==> src/rtl/prx_pkg.sv <==
package prx_pkg;

  localparam int unsigned PIX_W      = 8;
  localparam int unsigned FIELD_W    = 12;
  localparam int unsigned DIM_W      = 13;
  localparam int unsigned CFG_IDX_W  = 3;
  localparam int unsigned CFG_DATA_W = 13;

  localparam int unsigned MAX_DIMENSION_DEF = 4096;

  // Register indexes on the configuration channel.
  typedef enum logic [CFG_IDX_W-1:0] {
    REG_SCAN_MODE    = 3'd0,
    REG_KEEP_EQUAL   = 3'd1,
    REG_KEY_RED      = 3'd2,
    REG_KEY_GREEN    = 3'd3,
    REG_KEY_BLUE     = 3'd4,
    REG_IMAGE_WIDTH  = 3'd5,
    REG_IMAGE_HEIGHT = 3'd6
  } cfg_reg_t;

  // Scan modes; the unused code behaves as horizontal runs.
  localparam logic [1:0] SCAN_XRUN = 2'd0;
  localparam logic [1:0] SCAN_YRUN = 2'd1;
  localparam logic [1:0] SCAN_DOT  = 2'd2;

  localparam logic [DIM_W-1:0] WIDTH_RST  = 13'd640;
  localparam logic [DIM_W-1:0] HEIGHT_RST = 13'd480;

  typedef struct packed {
    logic [1:0]       scan_mode;
    logic             keep_equal;
    logic [PIX_W-1:0] key_red;
    logic [PIX_W-1:0] key_green;
    logic [PIX_W-1:0] key_blue;
    logic [DIM_W-1:0] image_width;
    logic [DIM_W-1:0] image_height;
  } cfg_t;

endpackage

==> src/rtl/prx_ifs.sv <==
interface prx_pixel_if;
  import prx_pkg::*;
  logic             valid;
  logic             ready;
  logic [PIX_W-1:0] pixel_red;
  logic [PIX_W-1:0] pixel_green;
  logic [PIX_W-1:0] pixel_blue;
  modport source (output valid, pixel_red, pixel_green, pixel_blue, input ready);
  modport sink   (input valid, pixel_red, pixel_green, pixel_blue, output ready);
endinterface

interface prx_run_if;
  import prx_pkg::*;
  logic               valid;
  logic               ready;
  logic [FIELD_W-1:0] line_index;
  logic [FIELD_W-1:0] run_first;
  logic [FIELD_W-1:0] run_final;
  modport source (output valid, line_index, run_first, run_final, input ready);
  modport sink   (input valid, line_index, run_first, run_final, output ready);
endinterface

interface prx_cfg_if;
  import prx_pkg::*;
  logic                  valid;
  logic                  ready;
  logic [CFG_IDX_W-1:0]  index;
  logic [CFG_DATA_W-1:0] data;
  modport source (output valid, index, data, input ready);
  modport sink   (input valid, index, data, output ready);
endinterface

==> src/rtl/prx_cfg_regs.sv <==
module prx_cfg_regs (
  input  logic           clk,
  input  logic           rst_n,
  prx_cfg_if.sink        cfg_wr,
  output prx_pkg::cfg_t  cfg
);
  import prx_pkg::*;

  cfg_t cfg_r;
  cfg_t cfg_nxt;

  assign cfg_wr.ready = 1'b1;
  assign cfg        = cfg_r;

  always_comb begin
    cfg_nxt = cfg_r;
    if (cfg_wr.valid) begin
      case (cfg_reg_t'(cfg_wr.index))
        REG_SCAN_MODE:    cfg_nxt.scan_mode    = cfg_wr.data[1:0];
        REG_KEEP_EQUAL:   cfg_nxt.keep_equal   = cfg_wr.data[0];
        REG_KEY_RED:      cfg_nxt.key_red      = cfg_wr.data[PIX_W-1:0];
        REG_KEY_GREEN:    cfg_nxt.key_green    = cfg_wr.data[PIX_W-1:0];
        REG_KEY_BLUE:     cfg_nxt.key_blue     = cfg_wr.data[PIX_W-1:0];
        REG_IMAGE_WIDTH:  cfg_nxt.image_width  = cfg_wr.data[DIM_W-1:0];
        REG_IMAGE_HEIGHT: cfg_nxt.image_height = cfg_wr.data[DIM_W-1:0];
        default:          cfg_nxt = cfg_r;
      endcase
    end
  end

  always_ff @(posedge clk) begin
    if (!rst_n) begin
      cfg_r.scan_mode    <= SCAN_XRUN;
      cfg_r.keep_equal   <= 1'b1;
      cfg_r.key_red      <= '0;
      cfg_r.key_green    <= '0;
      cfg_r.key_blue     <= '0;
      cfg_r.image_width  <= WIDTH_RST;
      cfg_r.image_height <= HEIGHT_RST;
    end else begin
      cfg_r <= cfg_nxt;
    end
  end

endmodule

==> src/rtl/prx_in_stage.sv <==
module prx_in_stage (
  input  logic          clk,
  input  logic          rst_n,
  prx_pixel_if.sink     in_px,
  input  prx_pkg::cfg_t cfg,
  input  logic          take,
  output logic          s1_valid,
  output logic          s1_match
);
  import prx_pkg::*;

  logic s1_vld_r;
  logic s1_vld_nxt;
  logic match_r;
  logic equal;
  logic in_fire;

  // The key compare is done ahead of the register; only the match bit is kept.
  assign equal = (in_px.pixel_red == cfg.key_red) &&
                 (in_px.pixel_green == cfg.key_green) &&
                 (in_px.pixel_blue == cfg.key_blue);

  assign in_px.ready = !s1_vld_r || take;
  assign in_fire     = in_px.valid && in_px.ready;

  always_comb begin
    s1_vld_nxt = s1_vld_r;
    if (in_fire) begin
      s1_vld_nxt = 1'b1;
    end else if (take) begin
      s1_vld_nxt = 1'b0;
    end
  end

  always_ff @(posedge clk) begin
    if (!rst_n) begin
      s1_vld_r <= 1'b0;
    end else begin
      s1_vld_r <= s1_vld_nxt;
    end
  end

  always_ff @(posedge clk) begin
    if (in_fire) begin
      match_r <= cfg.keep_equal ? equal : !equal;
    end
  end

  assign s1_valid = s1_vld_r;
  assign s1_match = match_r;

endmodule

==> src/rtl/prx_run_track.sv <==
module prx_run_track #(
  parameter int unsigned MAX_DIMENSION = prx_pkg::MAX_DIMENSION_DEF
) (
  input  logic          clk,
  input  logic          rst_n,
  input  prx_pkg::cfg_t cfg,
  input  logic          s1_valid,
  input  logic          s1_match,
  output logic          take,
  prx_run_if.source     out_run
);
  import prx_pkg::*;

  localparam int unsigned PosW = $clog2(MAX_DIMENSION);
  localparam int unsigned LenW = $clog2(MAX_DIMENSION + 1);

  logic [PosW-1:0] pos_r, pos_nxt;
  logic [PosW-1:0] line_r, line_nxt;
  logic [PosW-1:0] start_r, start_nxt;
  logic            open_r, open_nxt;

  logic               out_vld_r, out_vld_nxt;
  logic [FIELD_W-1:0] out_line_r, out_first_r, out_final_r;
  logic [FIELD_W-1:0] emit_first, emit_final;
  logic               emit;

  logic [DIM_W-1:0] len_raw, cnt_raw;
  logic [LenW-1:0]  line_len, line_count;
  logic [LenW-1:0]  pos_inc, line_inc;
  logic             by_columns, dot_mode, last;

  // A dimension of zero counts as one; one above the limit counts as the limit.
  function automatic logic [LenW-1:0] clamp_dim(input logic [DIM_W-1:0] v);
    logic [LenW-1:0] res;
    if (v == '0) begin
      res = LenW'(1);
    end else if (32'(v) > 32'(MAX_DIMENSION)) begin
      res = LenW'(MAX_DIMENSION);
    end else begin
      res = LenW'(v);
    end
    return res;
  endfunction

  assign by_columns = (cfg.scan_mode == SCAN_YRUN);
  assign dot_mode   = (cfg.scan_mode == SCAN_DOT);
  assign len_raw    = by_columns ? cfg.image_height : cfg.image_width;
  assign cnt_raw    = by_columns ? cfg.image_width : cfg.image_height;
  assign line_len   = clamp_dim(len_raw);
  assign line_count = clamp_dim(cnt_raw);
  assign pos_inc    = LenW'(pos_r) + LenW'(1);
  assign line_inc   = LenW'(line_r) + LenW'(1);
  assign last       = (pos_inc >= line_len);

  assign take = s1_valid && (!out_vld_r || out_run.ready);

  always_comb begin
    emit       = 1'b0;
    emit_first = FIELD_W'(pos_r);
    emit_final = FIELD_W'(pos_r);
    open_nxt   = open_r;
    start_nxt  = start_r;
    pos_nxt    = pos_r;
    line_nxt   = line_r;
    if (take) begin
      if (dot_mode) begin
        open_nxt = 1'b0;
        emit     = s1_match;
      end else if (s1_match) begin
        if (!open_r) begin
          open_nxt  = 1'b1;
          start_nxt = pos_r;
        end
        if (last) begin
          emit       = 1'b1;
          emit_first = open_r ? FIELD_W'(start_r) : FIELD_W'(pos_r);
        end
      end else if (open_r) begin
        emit       = 1'b1;
        open_nxt   = 1'b0;
        emit_first = FIELD_W'(start_r);
        emit_final = FIELD_W'(pos_r - PosW'(1));
      end
      if (last) begin
        pos_nxt  = '0;
        open_nxt = 1'b0;
        line_nxt = (line_inc >= line_count) ? '0 : PosW'(line_inc);
      end else begin
        pos_nxt = PosW'(pos_inc);
      end
    end
  end

  always_comb begin
    out_vld_nxt = out_vld_r && !out_run.ready;
    if (take) begin
      out_vld_nxt = emit;
    end
  end

  always_ff @(posedge clk) begin
    if (!rst_n) begin
      pos_r     <= '0;
      line_r    <= '0;
      start_r   <= '0;
      open_r    <= 1'b0;
      out_vld_r <= 1'b0;
    end else begin
      pos_r     <= pos_nxt;
      line_r    <= line_nxt;
      start_r   <= start_nxt;
      open_r    <= open_nxt;
      out_vld_r <= out_vld_nxt;
    end
  end

  always_ff @(posedge clk) begin
    if (take && emit) begin
      out_line_r  <= FIELD_W'(line_r);
      out_first_r <= emit_first;
      out_final_r <= emit_final;
    end
  end

  assign out_run.valid      = out_vld_r;
  assign out_run.line_index = out_line_r;
  assign out_run.run_first  = out_first_r;
  assign out_run.run_final  = out_final_r;

endmodule

==> src/rtl/pixel_run_extractor_top.sv <==
// Pixel run extractor.
// Pixels enter on in_px in scan order, one per transfer: row by row for
// horizontal runs and dots, column by column for vertical runs. Each transfer
// on out_run carries the line index and the first and last position of one
// run of matching pixels, or one matching pixel in dot mode.
// Registers are written through cfg_wr, which is always ready; writes are
// meant to happen only while no pixel is in flight.
// A pixel accepted on in_px is compared with the key into the input register.
// When the tracker takes it, the run tracker updates its position, line and
// open run and loads the result register. A run is therefore offered on
// out_run once the pixel that ends it has passed the input register. While
// out_run does not stall, throughput is one pixel per cycle.
// When the receiver stalls with a run waiting in the result register, the
// tracker holds; one more pixel waits in the input register and in_px.ready
// drops once that register is full and blocked.
// Reset restores the register defaults (horizontal runs, keep equal, black key,
// 640 by 480), sets position and line to zero, closes any run and empties
// both registers.
module pixel_run_extractor_top #(
  parameter int unsigned MAX_DIMENSION = prx_pkg::MAX_DIMENSION_DEF
) (
  input  logic       clk,
  input  logic       rst_n,
  prx_pixel_if.sink  in_px,
  prx_run_if.source  out_run,
  prx_cfg_if.sink    cfg_wr
);
  import prx_pkg::*;

  cfg_t cfg;
  logic s1_valid;
  logic s1_match;
  logic take;

  // Register file; the fields feed both stages directly.
  prx_cfg_regs u_cfg (
    .clk    (clk),
    .rst_n  (rst_n),
    .cfg_wr (cfg_wr),
    .cfg    (cfg)
  );

  // Input register: holds one pixel reduced to its match bit.
  prx_in_stage u_in (
    .clk      (clk),
    .rst_n    (rst_n),
    .in_px    (in_px),
    .cfg      (cfg),
    .take     (take),
    .s1_valid (s1_valid),
    .s1_match (s1_match)
  );

  // Run tracker and result register.
  prx_run_track #(
    .MAX_DIMENSION (MAX_DIMENSION)
  ) u_track (
    .clk      (clk),
    .rst_n    (rst_n),
    .cfg      (cfg),
    .s1_valid (s1_valid),
    .s1_match (s1_match),
    .take     (take),
    .out_run  (out_run)
  );

endmodule
==> src/flat_wrapper.sv <==
// flat-port wrapper written by rule: the top's interface ports become plain ports
module pixel_run_extractor_top_flat import prx_pkg::*;
#(
  parameter int unsigned MAX_DIMENSION = prx_pkg::MAX_DIMENSION_DEF
)
  (clk, rst_n, in_px_valid, in_px_pixel_red, in_px_pixel_green, in_px_pixel_blue, in_px_ready, out_run_valid, out_run_line_index, out_run_run_first, out_run_run_final, out_run_ready, cfg_wr_valid, cfg_wr_index, cfg_wr_data, cfg_wr_ready);
  prx_pixel_if in_px_i ();
  prx_run_if out_run_i ();
  prx_cfg_if cfg_wr_i ();
  input  logic clk;
  input  logic rst_n;
  input wire logic [$bits(in_px_i.valid)-1:0] in_px_valid;
  input wire logic [$bits(in_px_i.pixel_red)-1:0] in_px_pixel_red;
  input wire logic [$bits(in_px_i.pixel_green)-1:0] in_px_pixel_green;
  input wire logic [$bits(in_px_i.pixel_blue)-1:0] in_px_pixel_blue;
  output wire logic [$bits(in_px_i.ready)-1:0] in_px_ready;
  output wire logic [$bits(out_run_i.valid)-1:0] out_run_valid;
  output wire logic [$bits(out_run_i.line_index)-1:0] out_run_line_index;
  output wire logic [$bits(out_run_i.run_first)-1:0] out_run_run_first;
  output wire logic [$bits(out_run_i.run_final)-1:0] out_run_run_final;
  input wire logic [$bits(out_run_i.ready)-1:0] out_run_ready;
  input wire logic [$bits(cfg_wr_i.valid)-1:0] cfg_wr_valid;
  input wire logic [$bits(cfg_wr_i.index)-1:0] cfg_wr_index;
  input wire logic [$bits(cfg_wr_i.data)-1:0] cfg_wr_data;
  output wire logic [$bits(cfg_wr_i.ready)-1:0] cfg_wr_ready;
  assign in_px_i.valid = in_px_valid;
  assign in_px_i.pixel_red = in_px_pixel_red;
  assign in_px_i.pixel_green = in_px_pixel_green;
  assign in_px_i.pixel_blue = in_px_pixel_blue;
  assign in_px_ready = in_px_i.ready;
  assign out_run_valid = out_run_i.valid;
  assign out_run_line_index = out_run_i.line_index;
  assign out_run_run_first = out_run_i.run_first;
  assign out_run_run_final = out_run_i.run_final;
  assign out_run_i.ready = out_run_ready;
  assign cfg_wr_i.valid = cfg_wr_valid;
  assign cfg_wr_i.index = cfg_wr_index;
  assign cfg_wr_i.data = cfg_wr_data;
  assign cfg_wr_ready = cfg_wr_i.ready;
  pixel_run_extractor_top #(.MAX_DIMENSION(MAX_DIMENSION)) u_core (.clk(clk), .rst_n(rst_n), .in_px(in_px_i), .out_run(out_run_i), .cfg_wr(cfg_wr_i));
endmodule
==> config.mk <==
export PLATFORM = sky130hd
export DESIGN_NAME = pixel_run_extractor_top_flat
export DESIGN_NICKNAME = d
export VERILOG_FILES = /design/src/rtl/prx_pkg.sv /design/src/rtl/prx_ifs.sv /design/src/rtl/prx_cfg_regs.sv /design/src/rtl/prx_in_stage.sv /design/src/rtl/prx_run_track.sv /design/src/rtl/pixel_run_extractor_top.sv /design/src/flat_wrapper.sv
export SDC_FILE = /design/constraint.sdc
export NUM_CORES = 1
export LEC_CHECK = 0
export ABC_CLOCK_PERIOD_IN_PS = 15500
export BUFFER_PORTS_ARGS = -buffer_cell sky130_fd_sc_hd__buf_2
export CORE_ASPECT_RATIO = 2
export CORE_UTILIZATION = 63
export CTS_CLUSTER_SIZE = 25
export DETAILED_ROUTE_END_ITERATION = 8
export PLACE_DENSITY = 0.9
export SLEW_MARGIN = 20
export SYNTH_ARGS = -nofsm -noshare
export SYNTH_HDL_FRONTEND = slang
export SYNTH_HIERARCHICAL = 1
export SYNTH_SLANG_ARGS = --single-unit
==> constraint.sdc <==
create_clock -name clk -period 15.5 [get_ports clk]
set_clock_uncertainty 0.1 [all_clocks]
set_input_delay 0.775 -clock clk [delete_from_list [all_inputs] [get_ports clk]]
set_output_delay 0.775 -clock clk [all_outputs]
set_load 0.01 [all_outputs]
# Word-level counts from Yosys, hierarchy flattened
# Index checks and enable logic that the tools add are counted.
# Widths: inputs -> output; s select.
# totals
mem_bits_ro,0
memories,0
input_bits,45
ff_bits,129
wordCells,90
latchBits,0
ram_bits,0
# op_classes
bitwise,1
add_sub_neg,3
n_div,0
n_mux,29
eq_ne,11
multipliers,0
shifts,0
magnitude_cmp,4
n_reduce_logical,25
# op_table
cell,n
$mux 12,11
$mux 13,6
$add 12x1->13 const B,2
$ge 13x13->1,2
$gt 13x13->1 const B,2
$logic_not 13->1,2
$eq 8x8->1,3
$reduce_and 2->1,8
$mux 1,12
$sub 12x1->12 const B,1
$eq 3x3->1 const B,3
$eq 3x2->1 const B,2
$logic_and 1x1->1,6
$logic_not 1->1,4
$eq 3x1->1 const B,1
$logic_not 3->1,1
$reduce_and 3->1,1
$eq 2x1->1 const B,1
$eq 2x2->1 const B,1
$logic_or 1x1->1,2
$reduce_bool 2->1,1
$not 1->1,1

# Longest topological paths before layout
# logic_depth
ltp_word,11
ltp_mapped,15

# Hierarchy
# Netlist, hierarchy kept.
# modules_own_cells
mod,n_inst,cells_each,seq_area_each_um2,area_per_inst_um2
prx_run_track,1,453,1841.8,4690.7
prx_cfg_regs,1,204,1061.0,2090.8
prx_in_stage,1,39,50.0,352.8

# Least setup slack after synthesis
# Ideal clock, no wire load.
# synth_path
kind,register -> register
from,"reg u_core.u_cfg.cfg_r, in the netlist u_core/u_cfg/cfg[52]"
to,"reg u_core.u_track.out_line_r[0], in the netlist u_core/u_track/out_run.line_index[0] (enable)"
arrival_ns,5.074
path_stages_with_launch,13
n_path_buf,1
setup_time_ns,0.474
path_slack_ns,9.852
synth_period_minus_slack_ns,5.648
path_cell_list,dfxtp_1 -> nand2b_1 -> buf_2 -> mux2i_1 -> xor2_1 -> nand2_1 -> ha_1 -> nand4_1 -> nor3_2 -> o31ai_4 -> nand3_1 -> nor2_1 -> nor3_1
# synth_between
elab_chain_len,11
elab_cells_between_ends,13
# synth_rtl
item,line_no,rtl
"start, declared",prx_cfg_regs.sv:9,cfg_t cfg_r;
"start signal, assigned",prx_cfg_regs.sv:41,cfg_r <= cfg_nxt;
$eq 2x1->1,prx_run_track.sv:45,assign by_columns = (cfg.scan_mode == SCAN_YRUN);
$mux 13,prx_run_track.sv:47,assign len_raw = by_columns ? cfg.image_height : cfg.image_width;
$gt 13x13->1,prx_run_track.sv:37,end else if (32'(v) > 32'(MAX_DIMENSION)) begin
$mux 13,prx_run_track.sv:37,
$mux 13,prx_run_track.sv:35,if (v == '0) begin
$ge 13x13->1,prx_run_track.sv:53,assign last = (pos_inc >= line_len);
$mux 1,prx_run_track.sv:74,if (last) begin
$mux 1,prx_run_track.sv:69,end else if (s1_match) begin
$mux 1 *,prx_run_track.sv:66,if (dot_mode) begin
$mux 1 *,prx_run_track.sv:65,if (take) begin
$logic_and 1x1->1 *,prx_run_track.sv:118,if (take && emit) begin
"end signal, assigned",prx_run_track.sv:119,out_line_r <= FIELD_W'(line_r);
"end, declared",prx_run_track.sv:23,"logic [FIELD_W-1:0] out_line_r, out_first_r, out_final_r;"
# Mark *: on every way between the ends. The rest lies on a longest branch, timed or not.
# A chain may end at the register's enable or synchronous reset.

# Worst setup path in the final report
# layout_path
from,"reg u_core.u_cfg.cfg_r, in the netlist u_core/u_cfg/cfg[52]"
to,"reg u_core.u_track.out_first_r[11], in the netlist u_core/u_track/out_run.run_first[11], data pin"
# layout_between
elab_chain_len,10
elab_cells_between_ends,12
# layout_rtl
item,line_no,rtl
$eq 2x1->1,prx_run_track.sv:45,
$mux 13,prx_run_track.sv:47,
$gt 13x13->1,prx_run_track.sv:37,
$mux 13,prx_run_track.sv:37,
$mux 13,prx_run_track.sv:35,
$ge 13x13->1,prx_run_track.sv:53,
$mux 12,prx_run_track.sv:74,
$mux 12,prx_run_track.sv:69,
$mux 12 *,prx_run_track.sv:66,
$mux 12 *,prx_run_track.sv:65,
via u_core.u_track.emit_first[11],prx_run_track.sv:24,"logic [FIELD_W-1:0] emit_first, emit_final;"
"end signal, assigned",prx_run_track.sv:120,out_first_r <= emit_first;
"end, declared",prx_run_track.sv:23,
# Mark *: on every way through the listed nets, which the timed path passes. The rest lies on a longest branch.

==> flow_metrics.tcl <==
set metrics [dict create \
    p_switching_uw 191 \
    dr.first_iter.drc_count 425 \
    clk_pin_slew_ns 0.06 \
    grt_pass1_wl_um 27500 \
    postPlaceCellArea_um2 7530 \
    max_cap_viol_count 0 \
    path_max_fanout 30 \
    path_class "reg2reg" \
    critPathArrivalTime_ns 4.71 \
    post-cts-setup-buffer-count 0 \
    antenna_left 0 \
    rsz0062_at_grt "no" \
    synth-async-reset-ratio_pct 0 \
    fillCellCount 769 \
    finalCritPeriodShare_pct 30.1 \
    die_area_um2 11800 \
    reg2reg_depth 12 \
    slew_headroom_pct 30.6 \
    setup_viol 0 \
    combPwrFrac_pct 6.5 \
    dr_total_vias 5574 \
    die_w_um 77.2 \
    worst_slew_pin_slew_ns 1.04 \
    p_seq_share_pct 42.7 \
    via_per_inst 6.13 \
    min_from "u_core/u_cfg/cfg[51]" \
    synth_edf_count 37 \
    ys_seq_area_share_pct 41.4 \
    cts_sinks 129 \
    numCtsBuffers 17 \
    critical_path_required_ns 15.55 \
    area_growth_syn_to_layout_pct 14.3 \
    holdBufCountCts 0 \
    power_density_nw_per_um2 103 \
    port_buffers 82 \
    finalMaxSlewViolations 0 \
    power_uw 836 \
    endpoint_kind "flip-flop" \
    clock-root-buffer "clkbuf_16" \
    design_area_um2 8160 \
    hold_viol_final 0 \
    crit_path_start "u_core/u_cfg/cfg[52]" \
    status "finished, final reports clean" \
    routabilityCongestion 0.911 \
    drc 0 \
    avgSynthCellArea_um2 10.3 \
    h-tree-depth 4 \
    hold_class "reg2reg" \
    synth.distinct_cells 64 \
    overflow 0 \
    clock_latency_ns 0.41 \
    ys.flop_type "dfxtp_1" \
    finalSetupTns_ns 0 \
    synthesis.nets 770 \
    switching_share_pct 22.8 \
    crit_path_start_kind "flip-flop" \
    cts_tree "built" \
    fin_crit_ns 4.66 \
    wire_per_inst_um 18.9 \
    ir_drop_uv 109 \
    start_util_pct 65.2 \
    grt_antenna_before_repair 0 \
    postCtsResizedCells 0 \
    max_freq_mhz 215 \
    p_leak_uw 0.00350 \
    pwr-share-clk_pct 50.8 \
    die_y_um 152 \
    drive_gt1_share_pct 21.5 \
    syn_inst 696 \
    core_um2 10900 \
    pin_count 84 \
    antenna_cells 0 \
    totalWireLength_um 17200 \
    synth_area_um2 7130 \
    whs_ns 0.370 \
    ys.warnings.count 6 \
    cts.path.max_buffers 2 \
    ys_seq_elements 129 \
    nets 830 \
    holdPathStages 2 \
    grt_max_degree 115 \
    track_usage_pct 30.0 \
    p_int_uw 646 \
    timing.rr.start "u_core/u_cfg/cfg[52]" \
    firstDrtPassIters 5 \
    rows 54 \
    dp_hpwl_um 11900 \
    first_global_vias 5634 \
]
-- path summary, 6_finish.rpt --
check	to	slack (ns)
hold reg to reg	u_core/u_cfg/cfg[51]	0.37
hold / removal	u_core/u_cfg/cfg[51]	0.37
setup / recovery	u_core/u_track/out_run.run_first[11]	10.84
setup reg to reg	u_core/u_track/out_run.run_first[11]	10.84
-- cell type report --
| cell class | instances | area, µm² | share of cell area, % |
|---|---|---|---|
| repair buffers | 85 | 435 | 5.34 |
| clock buffers | 17 | 425 | 5.21 |
| multi-input cells | 516 | 3940 | 48.3 |
| flip-flops and latches | 129 | 2950 | 36.2 |
| clock inverters | 15 | 206 | 2.53 |
| inverters | 7 | 26.3 | 0.322 |
| well taps | 140 | 175 | 2.15 |
-- synth_stat cells (16+ instances only) --
cell type / n / share of area, %
nor2b_1: 27 / 2.4
xnor2_1: 26 / 3.2
nand3_1: 17 / 1.2
clkbuf_1: 22 / 1.2
dfxtp_1: 92 / 26
xor2_1: 32 / 3.9
nor2_1: 16 / 0.84
o21ai_0: 16 / 1.1
mux2_2: 22 / 3.5
ha_1: 29 / 5.1
edfxtp_1: 37 / 16
mux2i_1: 69 / 9.7
nand2_1: 101 / 5.3
-- cell usage in the layout (no fill, tap or decap), drive strengths merged, types with 3 or more instances in the layout --
cell type	n
a21boi	6
a21o	4
a21oi	12
a32o	15
and2	3
and3	10
and3b	8
buf	85
bufinv	4
clkbuf	17
clkinv	6
dfxtp	92
edfxtp	37
ha	29
inv	10
mux2	34
mux2i	69
nand2	101
nand2b	7
nand3	18
nand3b	4
nand4	9
nand4b	5
nor2	17
nor2b	27
nor3	8
nor3b	7
nor4	15
o21a	3
o21ai	21
o221ai	3
o22ai	3
o31ai	3
xnor2	26
xor2	32
-- power groups by stage --
stage | combinational [µW] | clock (µW) | sequential (µW)
detailed placement | 53.4 | 0 | 364
global placement | 50.9 | 0 | 364
floorplan | 34.7 | 0 | 365
finish | 54.4 | 425 | 357
CTS | 54.0 | 429 | 357
global route | 59.1 | 441 | 358
-- flip-flops by register name, summed over array words and instances, names as in the netlist, 12 cells and up --
name                               count
u_core/u_track/out_run.run_first      12
u_core/u_track/start_r                12
u_core/u_cfg/cfg                      53
u_core/u_track/out_run.line_index     12
u_core/u_track/out_run.run_final      12
u_core/u_track/line_r                 12
u_core/u_track/pos_r                  12
-- critical path, stage by stage, from the launching register on --
cell and delay [ns]:
dfxtp_1 0.34, nand2b_1 0.11, buf_4 0.33, mux2i_1 0.44, xor2_1 0.62, nand2_1 0.13, ha_1 0.35, nand4_1 0.16
nor3_2 0.29, o31ai_4 0.09, and3_1 0.41, a21oi_4 0.62, mux2_1 0.40
-- routing by layer --
metal / GRT usage [%] / vias to the layer above / routed length (µm)
met4: 22.0 / 0 / 1080
met1: 28.9 / 2628 / 6040
met5: 0 / - / 0
li1: - / 2618 / -
met3: 4.49 / 78 / 693
met2: 55.9 / 250 / 9360
-- metrics by stage --
stage                     util (%)  cells  worst slack, ns
after global placement        68.7    877            10.98
after detailed placement      68.8    877            10.94
after global routing          74.5    909            10.60
final                         74.5    909            10.84
after CTS                     74.5    909            10.86
after floorplan                  -    696             9.85
-- kinds of logic (layout without fill, tap and decap cells) --
| kind of cell | after synthesis | after routing | synth area share (%) |
|---|---|---|---|
| DFF | 129 | 129 | 41.4 |
| muxes | 103 | 103 | 15.6 |
| AOI/OAI and AO/OA | 75 | 75 | 7.70 |
| buffers and inverters | 51 | 124 | 3.67 |
| xor gates and xnor gates | 58 | 58 | 7.12 |
| other | 1 | 1 | 0.0526 |
| and+or+nand+nor | 250 | 250 | 19.4 |
| adders and majority gates | 29 | 29 | 5.09 |
No activity file was read; power rests on OpenSTA's default activity.
